File: src/hw/rtl/lps_pkg.sv
// lps_pkg: shared constants for the line pixel stepper
// field widths, register indexes, reset values and item opcodes
// no dependencies
package lps_pkg;

  // coordinate width default, range 8 to 16
  localparam int unsigned COORD_BITS_DEF = 12;

  // fixed field widths
  localparam int unsigned ROW_PITCH_W = 16;
  localparam int unsigned BPP_W       = 4;
  localparam int unsigned FRAME_W     = 12;
  localparam int unsigned COLOR_W     = 24;
  localparam int unsigned ADDR_W      = 28;

  // configuration port
  localparam int unsigned CFG_IDX_W  = 3;
  localparam int unsigned CFG_DATA_W = 24;

  // register indexes
  localparam logic [CFG_IDX_W-1:0] REG_ROW_PITCH       = 3'd0;
  localparam logic [CFG_IDX_W-1:0] REG_BYTES_PER_PIXEL = 3'd1;
  localparam logic [CFG_IDX_W-1:0] REG_FRAME_WIDTH     = 3'd2;
  localparam logic [CFG_IDX_W-1:0] REG_FRAME_HEIGHT    = 3'd3;
  localparam logic [CFG_IDX_W-1:0] REG_DRAW_COLOR      = 3'd4;

  // register reset values
  localparam logic [ROW_PITCH_W-1:0] ROW_PITCH_RST    = 16'd0;
  localparam logic [BPP_W-1:0]       BPP_RST          = 4'd4;
  localparam logic [FRAME_W-1:0]     FRAME_WIDTH_RST  = 12'd1024;
  localparam logic [FRAME_W-1:0]     FRAME_HEIGHT_RST = 12'd768;
  localparam logic [COLOR_W-1:0]     DRAW_COLOR_RST   = 24'hFFFFFF;

  // item opcodes
  localparam logic OP_START = 1'b0;
  localparam logic OP_STEP  = 1'b1;

endpackage

File: src/hw/rtl/lps_if.sv
// lps_if: valid/ready channels of the line pixel stepper
// command, pixel result and configuration write channels
// depends on lps_pkg
interface lps_cmd_if #(
  parameter int unsigned COORD_BITS = lps_pkg::COORD_BITS_DEF
);
  logic                         valid;
  logic                         ready;
  logic                         op;
  logic signed [COORD_BITS-1:0] start_x;
  logic signed [COORD_BITS-1:0] start_y;
  logic signed [COORD_BITS-1:0] end_x;
  logic signed [COORD_BITS-1:0] end_y;

  modport source (output valid, op, start_x, start_y, end_x, end_y, input ready);
  modport sink   (input valid, op, start_x, start_y, end_x, end_y, output ready);
endinterface

interface lps_pix_if #(
  parameter int unsigned COORD_BITS = lps_pkg::COORD_BITS_DEF
);
  logic                               valid;
  logic                               ready;
  logic signed [COORD_BITS-1:0]       pixel_x;
  logic signed [COORD_BITS-1:0]       pixel_y;
  logic [lps_pkg::ADDR_W-1:0]         pixel_address;
  logic [lps_pkg::COLOR_W-1:0]        pixel_color;
  logic                               in_frame;
  logic                               last_pixel;

  modport source (output valid, pixel_x, pixel_y, pixel_address, pixel_color, in_frame,
                  last_pixel, input ready);
  modport sink   (input valid, pixel_x, pixel_y, pixel_address, pixel_color, in_frame,
                  last_pixel, output ready);
endinterface

interface lps_cfg_if;
  logic                           valid;
  logic                           ready;
  logic [lps_pkg::CFG_IDX_W-1:0]  index;
  logic [lps_pkg::CFG_DATA_W-1:0] data;

  modport source (output valid, index, data, input ready);
  modport sink   (input valid, index, data, output ready);
endinterface

File: src/hw/rtl/line_pixel_stepper_unit.sv
// line_pixel_stepper_unit: bresenham line stepper with frame buffer addressing
// items pass stage 1 and the output register, one item per cycle while pix.ready is high
// stage 1 is the bresenham state register, stage 2 the address multiply and output register
// the output register takes a new pixel whenever it is empty or drained in the same cycle
// rst (synchronous) clears the line state and both valid flags, config returns to defaults
// depends on lps_pkg and the lps_if channel interfaces
module line_pixel_stepper_unit #(
  parameter int unsigned COORD_BITS = lps_pkg::COORD_BITS_DEF
) (
  input  logic     clk,
  input  logic     rst,
  lps_cmd_if.sink  cmd,
  lps_pix_if.source pix,
  lps_cfg_if.sink  cfg
);

  localparam int unsigned ERR_W = COORD_BITS + 3;
  localparam int unsigned CMP_W =
    ((COORD_BITS > lps_pkg::FRAME_W) ? COORD_BITS : lps_pkg::FRAME_W) + 1;
  localparam int unsigned PY_W  = COORD_BITS + lps_pkg::ROW_PITCH_W;
  localparam int unsigned PX_W  = COORD_BITS + lps_pkg::BPP_W;
  localparam int unsigned SUM_W =
    ((PY_W + 1) > lps_pkg::ADDR_W) ? (PY_W + 1) : lps_pkg::ADDR_W;

  // configuration registers
  logic [lps_pkg::ROW_PITCH_W-1:0]  row_pitch;
  logic [lps_pkg::BPP_W-1:0]        bytes_per_pixel;
  logic [lps_pkg::FRAME_W-1:0]      frame_width;
  logic [lps_pkg::FRAME_W-1:0]      frame_height;
  logic [lps_pkg::COLOR_W-1:0]      draw_color;

  // line state
  logic signed [COORD_BITS-1:0] cur_x, cur_x_next;
  logic signed [COORD_BITS-1:0] cur_y, cur_y_next;
  logic signed [ERR_W-1:0]      err_term, err_term_next;
  logic [COORD_BITS-1:0]        abs_dx, abs_dx_next;
  logic [COORD_BITS-1:0]        abs_dy, abs_dy_next;
  logic [COORD_BITS-1:0]        steps_left, steps_left_next;
  logic                         dir_x_neg, dir_x_neg_next;
  logic                         dir_y_neg, dir_y_neg_next;
  logic                         x_major, x_major_next;

  // pipeline control
  logic s1_valid;
  logic out_valid;
  logic cmd_take;
  logic out_load;

  // start setup
  logic signed [COORD_BITS:0]   dx_w, dy_w;
  logic                         st_xneg, st_yneg, st_xmaj;
  logic [COORD_BITS-1:0]        st_adx, st_ady, st_major, st_minor;

  // step datapath
  logic [COORD_BITS-1:0]        major, minor;
  logic signed [ERR_W-1:0]      major_e, minor_e;
  logic signed [COORD_BITS-1:0] step_x, step_y;

  // emit datapath
  logic                         in_view;
  logic [PY_W-1:0]              prod_y;
  logic [PX_W-1:0]              prod_x;
  logic [SUM_W-1:0]             addr_sum;

  // handshake
  assign cfg.ready = 1'b1;
  assign out_load  = s1_valid && (!out_valid || pix.ready);
  assign cmd.ready = !s1_valid || out_load;
  assign cmd_take  = cmd.valid && cmd.ready;
  assign pix.valid = out_valid;

  // configuration writes
  always_ff @(posedge clk) begin
    if (rst) begin
      row_pitch       <= lps_pkg::ROW_PITCH_RST;
      bytes_per_pixel <= lps_pkg::BPP_RST;
      frame_width     <= lps_pkg::FRAME_WIDTH_RST;
      frame_height    <= lps_pkg::FRAME_HEIGHT_RST;
      draw_color      <= lps_pkg::DRAW_COLOR_RST;
    end else if (cfg.valid && cfg.ready) begin
      unique case (cfg.index)
        lps_pkg::REG_ROW_PITCH:       row_pitch       <= cfg.data[lps_pkg::ROW_PITCH_W-1:0];
        lps_pkg::REG_BYTES_PER_PIXEL: bytes_per_pixel <= cfg.data[lps_pkg::BPP_W-1:0];
        lps_pkg::REG_FRAME_WIDTH:     frame_width     <= cfg.data[lps_pkg::FRAME_W-1:0];
        lps_pkg::REG_FRAME_HEIGHT:    frame_height    <= cfg.data[lps_pkg::FRAME_W-1:0];
        lps_pkg::REG_DRAW_COLOR:      draw_color      <= cfg.data[lps_pkg::COLOR_W-1:0];
        default: ;
      endcase
    end
  end

  // start: direction, magnitudes and major axis
  always_comb begin
    st_xneg  = cmd.end_x < cmd.start_x;
    st_yneg  = cmd.end_y < cmd.start_y;
    dx_w     = st_xneg ? ((COORD_BITS+1)'(cmd.start_x) - (COORD_BITS+1)'(cmd.end_x))
                       : ((COORD_BITS+1)'(cmd.end_x) - (COORD_BITS+1)'(cmd.start_x));
    dy_w     = st_yneg ? ((COORD_BITS+1)'(cmd.start_y) - (COORD_BITS+1)'(cmd.end_y))
                       : ((COORD_BITS+1)'(cmd.end_y) - (COORD_BITS+1)'(cmd.start_y));
    st_adx   = dx_w[COORD_BITS-1:0];
    st_ady   = dy_w[COORD_BITS-1:0];
    st_xmaj  = st_adx > st_ady;
    st_major = st_xmaj ? st_adx : st_ady;
    st_minor = st_xmaj ? st_ady : st_adx;
  end

  // step: one pixel along the major axis, minor axis when the error allows
  always_comb begin
    major   = x_major ? abs_dx : abs_dy;
    minor   = x_major ? abs_dy : abs_dx;
    major_e = signed'(ERR_W'(major));
    minor_e = signed'(ERR_W'(minor));
    step_x  = dir_x_neg ? cur_x - COORD_BITS'(1) : cur_x + COORD_BITS'(1);
    step_y  = dir_y_neg ? cur_y - COORD_BITS'(1) : cur_y + COORD_BITS'(1);
  end

  // next line state
  always_comb begin
    cur_x_next      = cur_x;
    cur_y_next      = cur_y;
    err_term_next   = err_term;
    abs_dx_next     = abs_dx;
    abs_dy_next     = abs_dy;
    steps_left_next = steps_left;
    dir_x_neg_next  = dir_x_neg;
    dir_y_neg_next  = dir_y_neg;
    x_major_next    = x_major;
    if (cmd_take) begin
      if (cmd.op == lps_pkg::OP_START) begin
        cur_x_next      = cmd.start_x;
        cur_y_next      = cmd.start_y;
        abs_dx_next     = st_adx;
        abs_dy_next     = st_ady;
        dir_x_neg_next  = st_xneg;
        dir_y_neg_next  = st_yneg;
        x_major_next    = st_xmaj;
        steps_left_next = st_major;
        err_term_next   = (signed'(ERR_W'(st_minor)) <<< 1) - signed'(ERR_W'(st_major));
      end else if (steps_left != '0) begin
        steps_left_next = steps_left - COORD_BITS'(1);
        if (!err_term[ERR_W-1]) begin
          err_term_next = err_term + ((minor_e - major_e) <<< 1);
          cur_x_next    = step_x;
          cur_y_next    = step_y;
        end else begin
          err_term_next = err_term + (minor_e <<< 1);
          if (x_major) begin
            cur_x_next = step_x;
          end else begin
            cur_y_next = step_y;
          end
        end
      end
    end
  end

  // stage 1: line state and its valid flag
  always_ff @(posedge clk) begin
    if (rst) begin
      cur_x      <= '0;
      cur_y      <= '0;
      err_term   <= '0;
      abs_dx     <= '0;
      abs_dy     <= '0;
      steps_left <= '0;
      dir_x_neg  <= 1'b0;
      dir_y_neg  <= 1'b0;
      x_major    <= 1'b0;
      s1_valid   <= 1'b0;
    end else begin
      cur_x      <= cur_x_next;
      cur_y      <= cur_y_next;
      err_term   <= err_term_next;
      abs_dx     <= abs_dx_next;
      abs_dy     <= abs_dy_next;
      steps_left <= steps_left_next;
      dir_x_neg  <= dir_x_neg_next;
      dir_y_neg  <= dir_y_neg_next;
      x_major    <= x_major_next;
      if (cmd_take) begin
        s1_valid <= 1'b1;
      end else if (out_load) begin
        s1_valid <= 1'b0;
      end
    end
  end

  // stage 2: frame check and byte address of the current pixel
  always_comb begin
    in_view  = !cur_x[COORD_BITS-1] && !cur_y[COORD_BITS-1] &&
               (CMP_W'(unsigned'(cur_x)) < CMP_W'(frame_width)) &&
               (CMP_W'(unsigned'(cur_y)) < CMP_W'(frame_height));
    prod_y   = PY_W'(unsigned'(cur_y)) * PY_W'(row_pitch);
    prod_x   = PX_W'(unsigned'(cur_x)) * PX_W'(bytes_per_pixel);
    addr_sum = SUM_W'(prod_y) + SUM_W'(prod_x);
  end

  // output register, the line is at its end point exactly when no steps remain
  always_ff @(posedge clk) begin
    if (rst) begin
      out_valid <= 1'b0;
    end else if (out_load) begin
      out_valid <= 1'b1;
    end else if (pix.ready) begin
      out_valid <= 1'b0;
    end
  end

  always_ff @(posedge clk) begin
    if (out_load) begin
      pix.pixel_x       <= cur_x;
      pix.pixel_y       <= cur_y;
      pix.pixel_address <= in_view ? addr_sum[lps_pkg::ADDR_W-1:0] : '0;
      pix.pixel_color   <= draw_color;
      pix.in_frame      <= in_view;
      pix.last_pixel    <= (steps_left == '0);
    end
  end

endmodule
File: src/flat_wrapper.sv
// flat-port wrapper written by rule: the top's interface ports become plain ports
module line_pixel_stepper_unit_flat 
#(
  parameter int unsigned COORD_BITS = lps_pkg::COORD_BITS_DEF
)
  (clk, rst, cmd_valid, cmd_op, cmd_start_x, cmd_start_y, cmd_end_x, cmd_end_y, cmd_ready, pix_valid, pix_pixel_x, pix_pixel_y, pix_pixel_address, pix_pixel_color, pix_in_frame, pix_last_pixel, pix_ready, cfg_valid, cfg_index, cfg_data, cfg_ready);
  lps_cmd_if #(.COORD_BITS(COORD_BITS)) cmd_i ();
  lps_pix_if #(.COORD_BITS(COORD_BITS)) pix_i ();
  lps_cfg_if cfg_i ();
  input  logic clk;
  input  logic rst;
  input wire logic [$bits(cmd_i.valid)-1:0] cmd_valid;
  input wire logic [$bits(cmd_i.op)-1:0] cmd_op;
  input wire logic [$bits(cmd_i.start_x)-1:0] cmd_start_x;
  input wire logic [$bits(cmd_i.start_y)-1:0] cmd_start_y;
  input wire logic [$bits(cmd_i.end_x)-1:0] cmd_end_x;
  input wire logic [$bits(cmd_i.end_y)-1:0] cmd_end_y;
  output wire logic [$bits(cmd_i.ready)-1:0] cmd_ready;
  output wire logic [$bits(pix_i.valid)-1:0] pix_valid;
  output wire logic [$bits(pix_i.pixel_x)-1:0] pix_pixel_x;
  output wire logic [$bits(pix_i.pixel_y)-1:0] pix_pixel_y;
  output wire logic [$bits(pix_i.pixel_address)-1:0] pix_pixel_address;
  output wire logic [$bits(pix_i.pixel_color)-1:0] pix_pixel_color;
  output wire logic [$bits(pix_i.in_frame)-1:0] pix_in_frame;
  output wire logic [$bits(pix_i.last_pixel)-1:0] pix_last_pixel;
  input wire logic [$bits(pix_i.ready)-1:0] pix_ready;
  input wire logic [$bits(cfg_i.valid)-1:0] cfg_valid;
  input wire logic [$bits(cfg_i.index)-1:0] cfg_index;
  input wire logic [$bits(cfg_i.data)-1:0] cfg_data;
  output wire logic [$bits(cfg_i.ready)-1:0] cfg_ready;
  assign cmd_i.valid = cmd_valid;
  assign cmd_i.op = cmd_op;
  assign cmd_i.start_x = cmd_start_x;
  assign cmd_i.start_y = cmd_start_y;
  assign cmd_i.end_x = cmd_end_x;
  assign cmd_i.end_y = cmd_end_y;
  assign cmd_ready = cmd_i.ready;
  assign pix_valid = pix_i.valid;
  assign pix_pixel_x = pix_i.pixel_x;
  assign pix_pixel_y = pix_i.pixel_y;
  assign pix_pixel_address = pix_i.pixel_address;
  assign pix_pixel_color = pix_i.pixel_color;
  assign pix_in_frame = pix_i.in_frame;
  assign pix_last_pixel = pix_i.last_pixel;
  assign pix_i.ready = pix_ready;
  assign cfg_i.valid = cfg_valid;
  assign cfg_i.index = cfg_index;
  assign cfg_i.data = cfg_data;
  assign cfg_ready = cfg_i.ready;
  line_pixel_stepper_unit #(.COORD_BITS(COORD_BITS)) u_core (.clk(clk), .rst(rst), .cmd(cmd_i), .pix(pix_i), .cfg(cfg_i));
endmodule
File: config.mk
export PLATFORM = sky130hd
export DESIGN_NAME = line_pixel_stepper_unit_flat
export DESIGN_NICKNAME = d
export VERILOG_FILES = /design/src/hw/rtl/lps_pkg.sv /design/src/hw/rtl/lps_if.sv /design/src/hw/rtl/line_pixel_stepper_unit.sv /design/src/flat_wrapper.sv
export SDC_FILE = /design/constraint.sdc
export NUM_CORES = 1
export LEC_CHECK = 0
export ABC_AREA = 0
export BUFFER_PORTS_ARGS = -buffer_cell sky130_fd_sc_hd__buf_2
export CAP_MARGIN = 20
export CORE_MARGIN = 3
export CORE_UTILIZATION = 55
export CTS_CLUSTER_SIZE = 12
export DETAILED_ROUTE_END_ITERATION = 12
export PLACE_DENSITY = 0.77
export SLEW_MARGIN = 0
export SYNTH_ARGS = -nofsm -noshare
export SYNTH_HDL_FRONTEND = slang
export SYNTH_SLANG_ARGS = --single-unit
export TNS_END_PERCENT = 10
File: constraint.sdc
create_clock -name clk -period 9.8 [get_ports clk]
set_input_delay 1.47 -clock clk [delete_from_list [all_inputs] [get_ports clk]]
set_output_delay 1.47 -clock clk [all_outputs]
set_load 0.005 [all_outputs]
## Yosys cells after proc, flatten, opt, wreduce, memory -nomap -nowiden

Index checks and enable logic that the tools add are counted.

- Eq/ne operators: 7
- Bitwise gates (word level): 1
- $mul: 2
- Multiplexer cells: 25
- Reduce and logical (&&, ||, !) cells: 25
- Add/subtract/negate cells: 14
- $lt $le $gt $ge: 5

Operator list:

| kind | number |
|---|---|
| 2-to-1 mux 12 bit | 18 |
| less-than comparator 12 bit | 4 |
| subtractor 12 bit | 4 |
| 2-to-1 mux 15 bit | 3 |
| adder 28 x 16 -> 28 bit | 1 |
| multiplier 12 x 16 -> 28 bit | 1 |
| adder 12 x 2 -> 12 bit, second input constant | 2 |
| subtractor 12 x 2 -> 12 bit, second input constant | 2 |
| multiplier 12 x 4 -> 16 bit | 1 |
| adder 15 x 14 -> 15 bit | 1 |
| adder 15 bit | 1 |
| AND reduction 2 bit | 7 |
| subtractor 13 x 12 -> 14 bit | 1 |
| subtractor 12 x 12 -> 13 bit | 1 |
| greater-than comparator 12 bit | 1 |
| logical NOT 12 bit | 1 |
| nonzero test 12 bit | 1 |
| subtractor 12 x 1 -> 12 bit, second input constant | 1 |
| == test 3 x 2 -> 1 bit, second input constant | 2 |
| inequality test 3 bit, second input constant | 2 |
| AND reduction 3 bit | 2 |
| logical AND 1 bit | 5 |
| logical NOT 1 bit | 4 |
| 2-to-1 mux 1 bit | 4 |
| 7 further kinds | 9 |

- Register bits: 226
- Bits of input ports: 81
- Output and inout bits: 81
- Logic and storage cells: 101

## Logic depth before layout (Yosys ltp)

- Depth in word-level cells: 6
- Mapped depth: 33
- Mapped depth without buffers: 30

## Worst setup path before layout

Ideal clock, no wire load.

- Kind: input to register
- From: input cmd_end_x[0]
- To: register u_core.err_term[12]
- Slack: 2.162 ns
- Buffers on the path: 3
- Data required time: 9.666 ns
- Arrival time: 7.504 ns
- Stages on the path: 32
- Setup time: 0.134 ns
- Path through: inv_1 ha_1 inv_1 fa_1 a211oi_1 o21ai_1 o311ai_1 a31oi_1 buf_2 mux2i_1 a31oi_1 xnor2_1 ha_1 nand3_1 a2111oi_0 nor3_1 nor2_1 inv_2 clkbuf_1 clkbuf_1 nor2_1 a21oi_1 fa_1 a21o_1 a21oi_1 nand2b_1 a2111oi_0 o21a_1 or4_1 o21ai_0 or4b_1 o211ai_1

- Longest elaborated chain between the ends: 6
- Elaborated cells on any way between the ends: 9
- Those cells by class: add/sub: 3; order compare: 2; mux: 4

Ends and longest elaborated chain:

| item | line | source |
|---|---|---|
| start, declared | flat_wrapper.sv:16 | `input wire logic [$bits(cmd_i.end_x)-1:0] cmd_end_x;` |
| subtractor 12 bit (tied with other cells) | line_pixel_stepper_unit.sv:97 | `: ((COORD_BITS+1)'(cmd.end_x) - (COORD_BITS+1)'(cmd.start_x));` |
| 2-to-1 mux 12 bit (*) | line_pixel_stepper_unit.sv:96 | `dx_w = st_xneg ? ((COORD_BITS+1)'(cmd.start_x) - (COORD_BITS+1)'(cmd.end_x))` |
| via u_core.dx_w[9] | line_pixel_stepper_unit.sv:50 | `logic signed [COORD_BITS:0] dx_w, dy_w;` |
| greater-than comparator 12 bit | line_pixel_stepper_unit.sv:102 | `st_xmaj = st_adx > st_ady;` |
| 2-to-1 mux 12 bit, on equally long branches | line_pixel_stepper_unit.sv:104, line_pixel_stepper_unit.sv:103 |  |
| subtractor 13 x 12 -> 14 bit (*) | line_pixel_stepper_unit.sv:138 | `err_term_next = (signed'(ERR_W'(st_minor)) <<< 1) - signed'(ERR_W'(st_major));` |
| 2-to-1 mux 15 bit (*) | line_pixel_stepper_unit.sv:129 | `if (cmd.op == lps_pkg::OP_START) begin` |
| end signal, assigned | line_pixel_stepper_unit.sv:173 | `err_term <= err_term_next;` |
| end, declared | line_pixel_stepper_unit.sv:35 | `logic signed [ERR_W-1:0] err_term, err_term_next;` |

Mark *: on every way through the listed nets, which the timed path passes. The rest lies on a longest branch.
A chain may end at the register's enable or synchronous reset.

## Final worst setup path

- From: input cmd_end_y[0]
- To: register u_core.err_term[12]

- Longest elaborated chain between the ends: 6
- Elaborated cells on any way between the ends: 9
- Those cells by class: add/sub: 3; order compare: 2; mux: 4

Ends and longest elaborated chain:

| item | line | source |
|---|---|---|
| start, declared | flat_wrapper.sv:17 | `input wire logic [$bits(cmd_i.end_y)-1:0] cmd_end_y;` |
| subtractor 12 bit (tied with other cells) | line_pixel_stepper_unit.sv:99 | `: ((COORD_BITS+1)'(cmd.end_y) - (COORD_BITS+1)'(cmd.start_y));` |
| 2-to-1 mux 12 bit (*) | line_pixel_stepper_unit.sv:98 | `dy_w = st_yneg ? ((COORD_BITS+1)'(cmd.start_y) - (COORD_BITS+1)'(cmd.end_y))` |
| greater-than comparator 12 bit | line_pixel_stepper_unit.sv:102 |  |
| 2-to-1 mux 12 bit, on equally long branches | line_pixel_stepper_unit.sv:104, line_pixel_stepper_unit.sv:103 |  |
| subtractor 13 x 12 -> 14 bit (*) | line_pixel_stepper_unit.sv:138 |  |
| 2-to-1 mux 15 bit (*) | line_pixel_stepper_unit.sv:129 |  |

Every way passes the cells marked *; elsewhere a longest branch is shown, timed or not.

==> impl_metrics.yaml <==
outcome:
  status: "completed"
sta:
  fmax_mhz: 121
  slew_violations: 0
  tns_ns: 0
  timing.final.ws_setup_ns: 1.53
  slew_headroom: 0.244
  final_hold_viol_count: 0
  post-route-period-util: 0.844
  final.min_clock_period_ns: 8.27
  whs_ns: 0.428
  tightestPinTransition_ns: 1.13
  setup_viol: 0
  grt_setup_unrepaired: "no"
  skew_ns: 0.0177
cells_and_area:
  final_cells: 3243
  multi_input_area_sq_um: 15300
  diodes: 0
  regArea_sq_um: 5290
  fill_cells: 3471
  syn_to_final_growth_pct: 8.75
  final_core_util: 0.609
  drive_gt1_frac: 0.0953
  nNetsFinal: 3210
global_route:
  first_global_vias: 19217
  use_met2: 0.497
  top_usage_layer: "met2"
  grt_use_met1: 0.350
  grtUsageTotal: 0.279
  grtUsageMet3: 0.0322
  overflow: 0
  grt_max_degree: 86
  antenna_found_initial: 0
  grt_pass1_wl_mm: 99.3
worst_setup_path:
  reg2reg_depth: 22
  crit_top_cell: "ha_1"
  cp_data_required_time_ns: 10.30
  cp_slowest_cell: "a2111oi_0"
  endpoint_kind: "flip-flop"
  slowest_delay_ns: 0.72
  path_class: "in -> reg"
  worstPathArrival_ns: 8.77
  cp-start-kind: "input pin"
  crit_path_max_fanout: 26
cts:
  htreeDepth: 1
  clock_path_buffers: 3
  cts_root_buffer: "clkbuf_16"
  ctsHoldBuffers: 0
  cts_setup_buffers: 0
  clk_pin_slew_ns: 0.06
  clock_latency_ns: 0.58
  cts_resized: 0
  cts_tree: "done"
  cts_buffers: 27
  clkSinkCount: 225
yosys:
  synth_area_sq_um: 22400
  synth-seq-area-share: 0.236
  ys.flop_type: "dfxtp_1"
  yosysTopAreaCellShare: 0.174
  synth_warnings: 0
  syn_area_per_cell_sq_um: 8.58
  synth_edf_count: 78
  ys_seq_elements: 225
  synth_area_leaders: "fa_1 17%, ha_1 13%, dfxtp_1 13%, edfxtp_1 10%, nand2_1 6.0%"
  synth_area_leader_cell: "fa_1"
  synth_nets: 3124
  yosysUniqueCellTypes: 74
  async_reset_ff_frac: 0
  syn_inst: 2611
detailed_routing:
  drc_errors: 0
  first_pass_iters: 6
  vias_per_cell: 5.84
  wl_per_cell_um: 18.9
  vias: 18942
  final_antenna_net_count: 0
  drt-initial-drc-count: 1278
  wl_mm: 61.1
placement:
  dp_hpwl_mm: 47.3
  routabilityCongestion: 0.941
  post-place-ws_ns: 1.16
  dp.cells: 3193
  port_buffers: 160
min_path:
  hp-class: "reg -> reg"
  hold_depth: 0
die:
  core-area_sq_um: 40000
  initial_core_util: 0.560
  ios: 162
  rows: 73
  fp.dieW_um: 208
  die_y_um: 208
  die_area_sq_um: 43200
run:
  maxCapViolations: 0
power_and_ir_drop:
  ir_drop_uv: 206
  power_density_nw_per_um2: 183
  leakage_nw: 11.6
## worst max-delay path, delay by kind of cell
| kind | cells | cell delay (ns) |
|---|---|---|
| multiplexers | 1 | 0.22 |
| buffers and inverters | 5 | 0.77 |
| AND/OR/NAND/NOR | 7 | 1.63 |
| adder cells (fa/ha/maj) | 4 | 1.37 |
| XOR/XNOR | 1 | 0.17 |
| AO/OA/AOI/OAI | 12 | 3.15 |
## power breakdown
| group | total (W) | internal [W] | switching, W |
|---|---|---|---|
| registers | 0.00125 | 0.00108 | 0.000171 |
| logic | 0.00225 | 0.000916 | 0.00133 |
| clock network | 0.000957 | 0.000536 | 0.000421 |
## cells in the mapped netlist, types with 5 or more instances
cell and count:
a211oi_1 50, or3_1 5, nor3_1 34, buf_2 11
edfxtp_1 78, nand3_1 64, nand2_1 358, a311oi_1 13
o211ai_1 26, nand4_1 8, and3_1 18, a21o_1 41
ha_1 237, and2_1 144, inv_1 355, or2_2 6
o31ai_1 8, mux2_2 18, o21a_1 11, o21ai_1 9
a2111oi_0 7, a31oi_1 14, nor4_1 8, a211o_1 9
nand2b_1 17, xnor2_1 46, nor2_1 144, fa_1 195
o21bai_1 8, o2111ai_1 5, nor3b_1 8, clkbuf_1 103
dfxtp_1 147, a21oi_1 166, nand3b_1 9, xor2_1 28
mux2i_1 42, nor2b_1 21, o21ai_0 74
## cell type report
cell class / count / share of cell area
Timing Repair Buffer: 176 / 0.0379
Multi-Input combinational cell: 1909 / 0.629
Clock inverter: 11 / 0.00334
Inverter: 358 / 0.0551
Tap cell: 525 / 0.0269
Sequential cell: 225 / 0.217
Clock buffer: 39 / 0.0308
## logic make-up after synthesis
group	synth area share
simple gates	0.179
mux	0.0278
fa+ha+maj	0.306
xor+xnor	0.0296
compound gates	0.141
other cells	0.000167
buf+inv	0.0807
flops	0.236
## routing by layer
| metal | vias up | part of all wire |
|---|---|---|
| met1 | 9244 | 0.41 |
| met3 | 166 | 0.055 |
| met5 | - | 0 |
| met2 | 658 | 0.50 |
| li1 | 8874 | - |
| met4 | 0 | 0.039 |
## through the flow
stage / cell area (sq um) / power [W]
6_report: 24400 / 0.00446
5_1_grt: 24400 / 0.00478
4_1_cts: 24400 / 0.00443
3_5_place_dp: 23500 / 0.00347
3_3_place_gp: 23500 / 0.00339
2_1_floorplan: 22400 / 0.00287
## layout by cell type, fill, tap and decap left out, types with 46 or more instances in the layout
cell      instances
a211oi_1         49
a21oi_1         166
and2_1          144
buf_2           159
dfxtp_1         147
edfxtp_1         78
fa_1            195
ha_1            237
inv_1           354
nand2_1         358
nand3_1          64
nor2_1          143
o21ai_0          74
xnor2_1          46
## worst paths after layout
kind | start | slack (ns) | to
setup / recovery | cmd_end_y[0] | 1.53 | u_core.err_term[12]
hold / removal | u_core.draw_color[0] | 0.43 | u_core.pix.pixel_color[0]
setup reg to reg | u_core.cur_y[1] | 2.92 | u_core.pix.pixel_address[26]
hold reg to reg | u_core.draw_color[0] | 0.43 | u_core.pix.pixel_color[0]
## state kept, by name (all words and copies together) (netlist names), 14 cells and up
register                  flops
u_core.pix.pixel_color       24
u_core.pix.pixel_address     28
u_core.draw_color            24
u_core.row_pitch             16
u_core.err_term              14
Power figures use the tool's default switching activity.
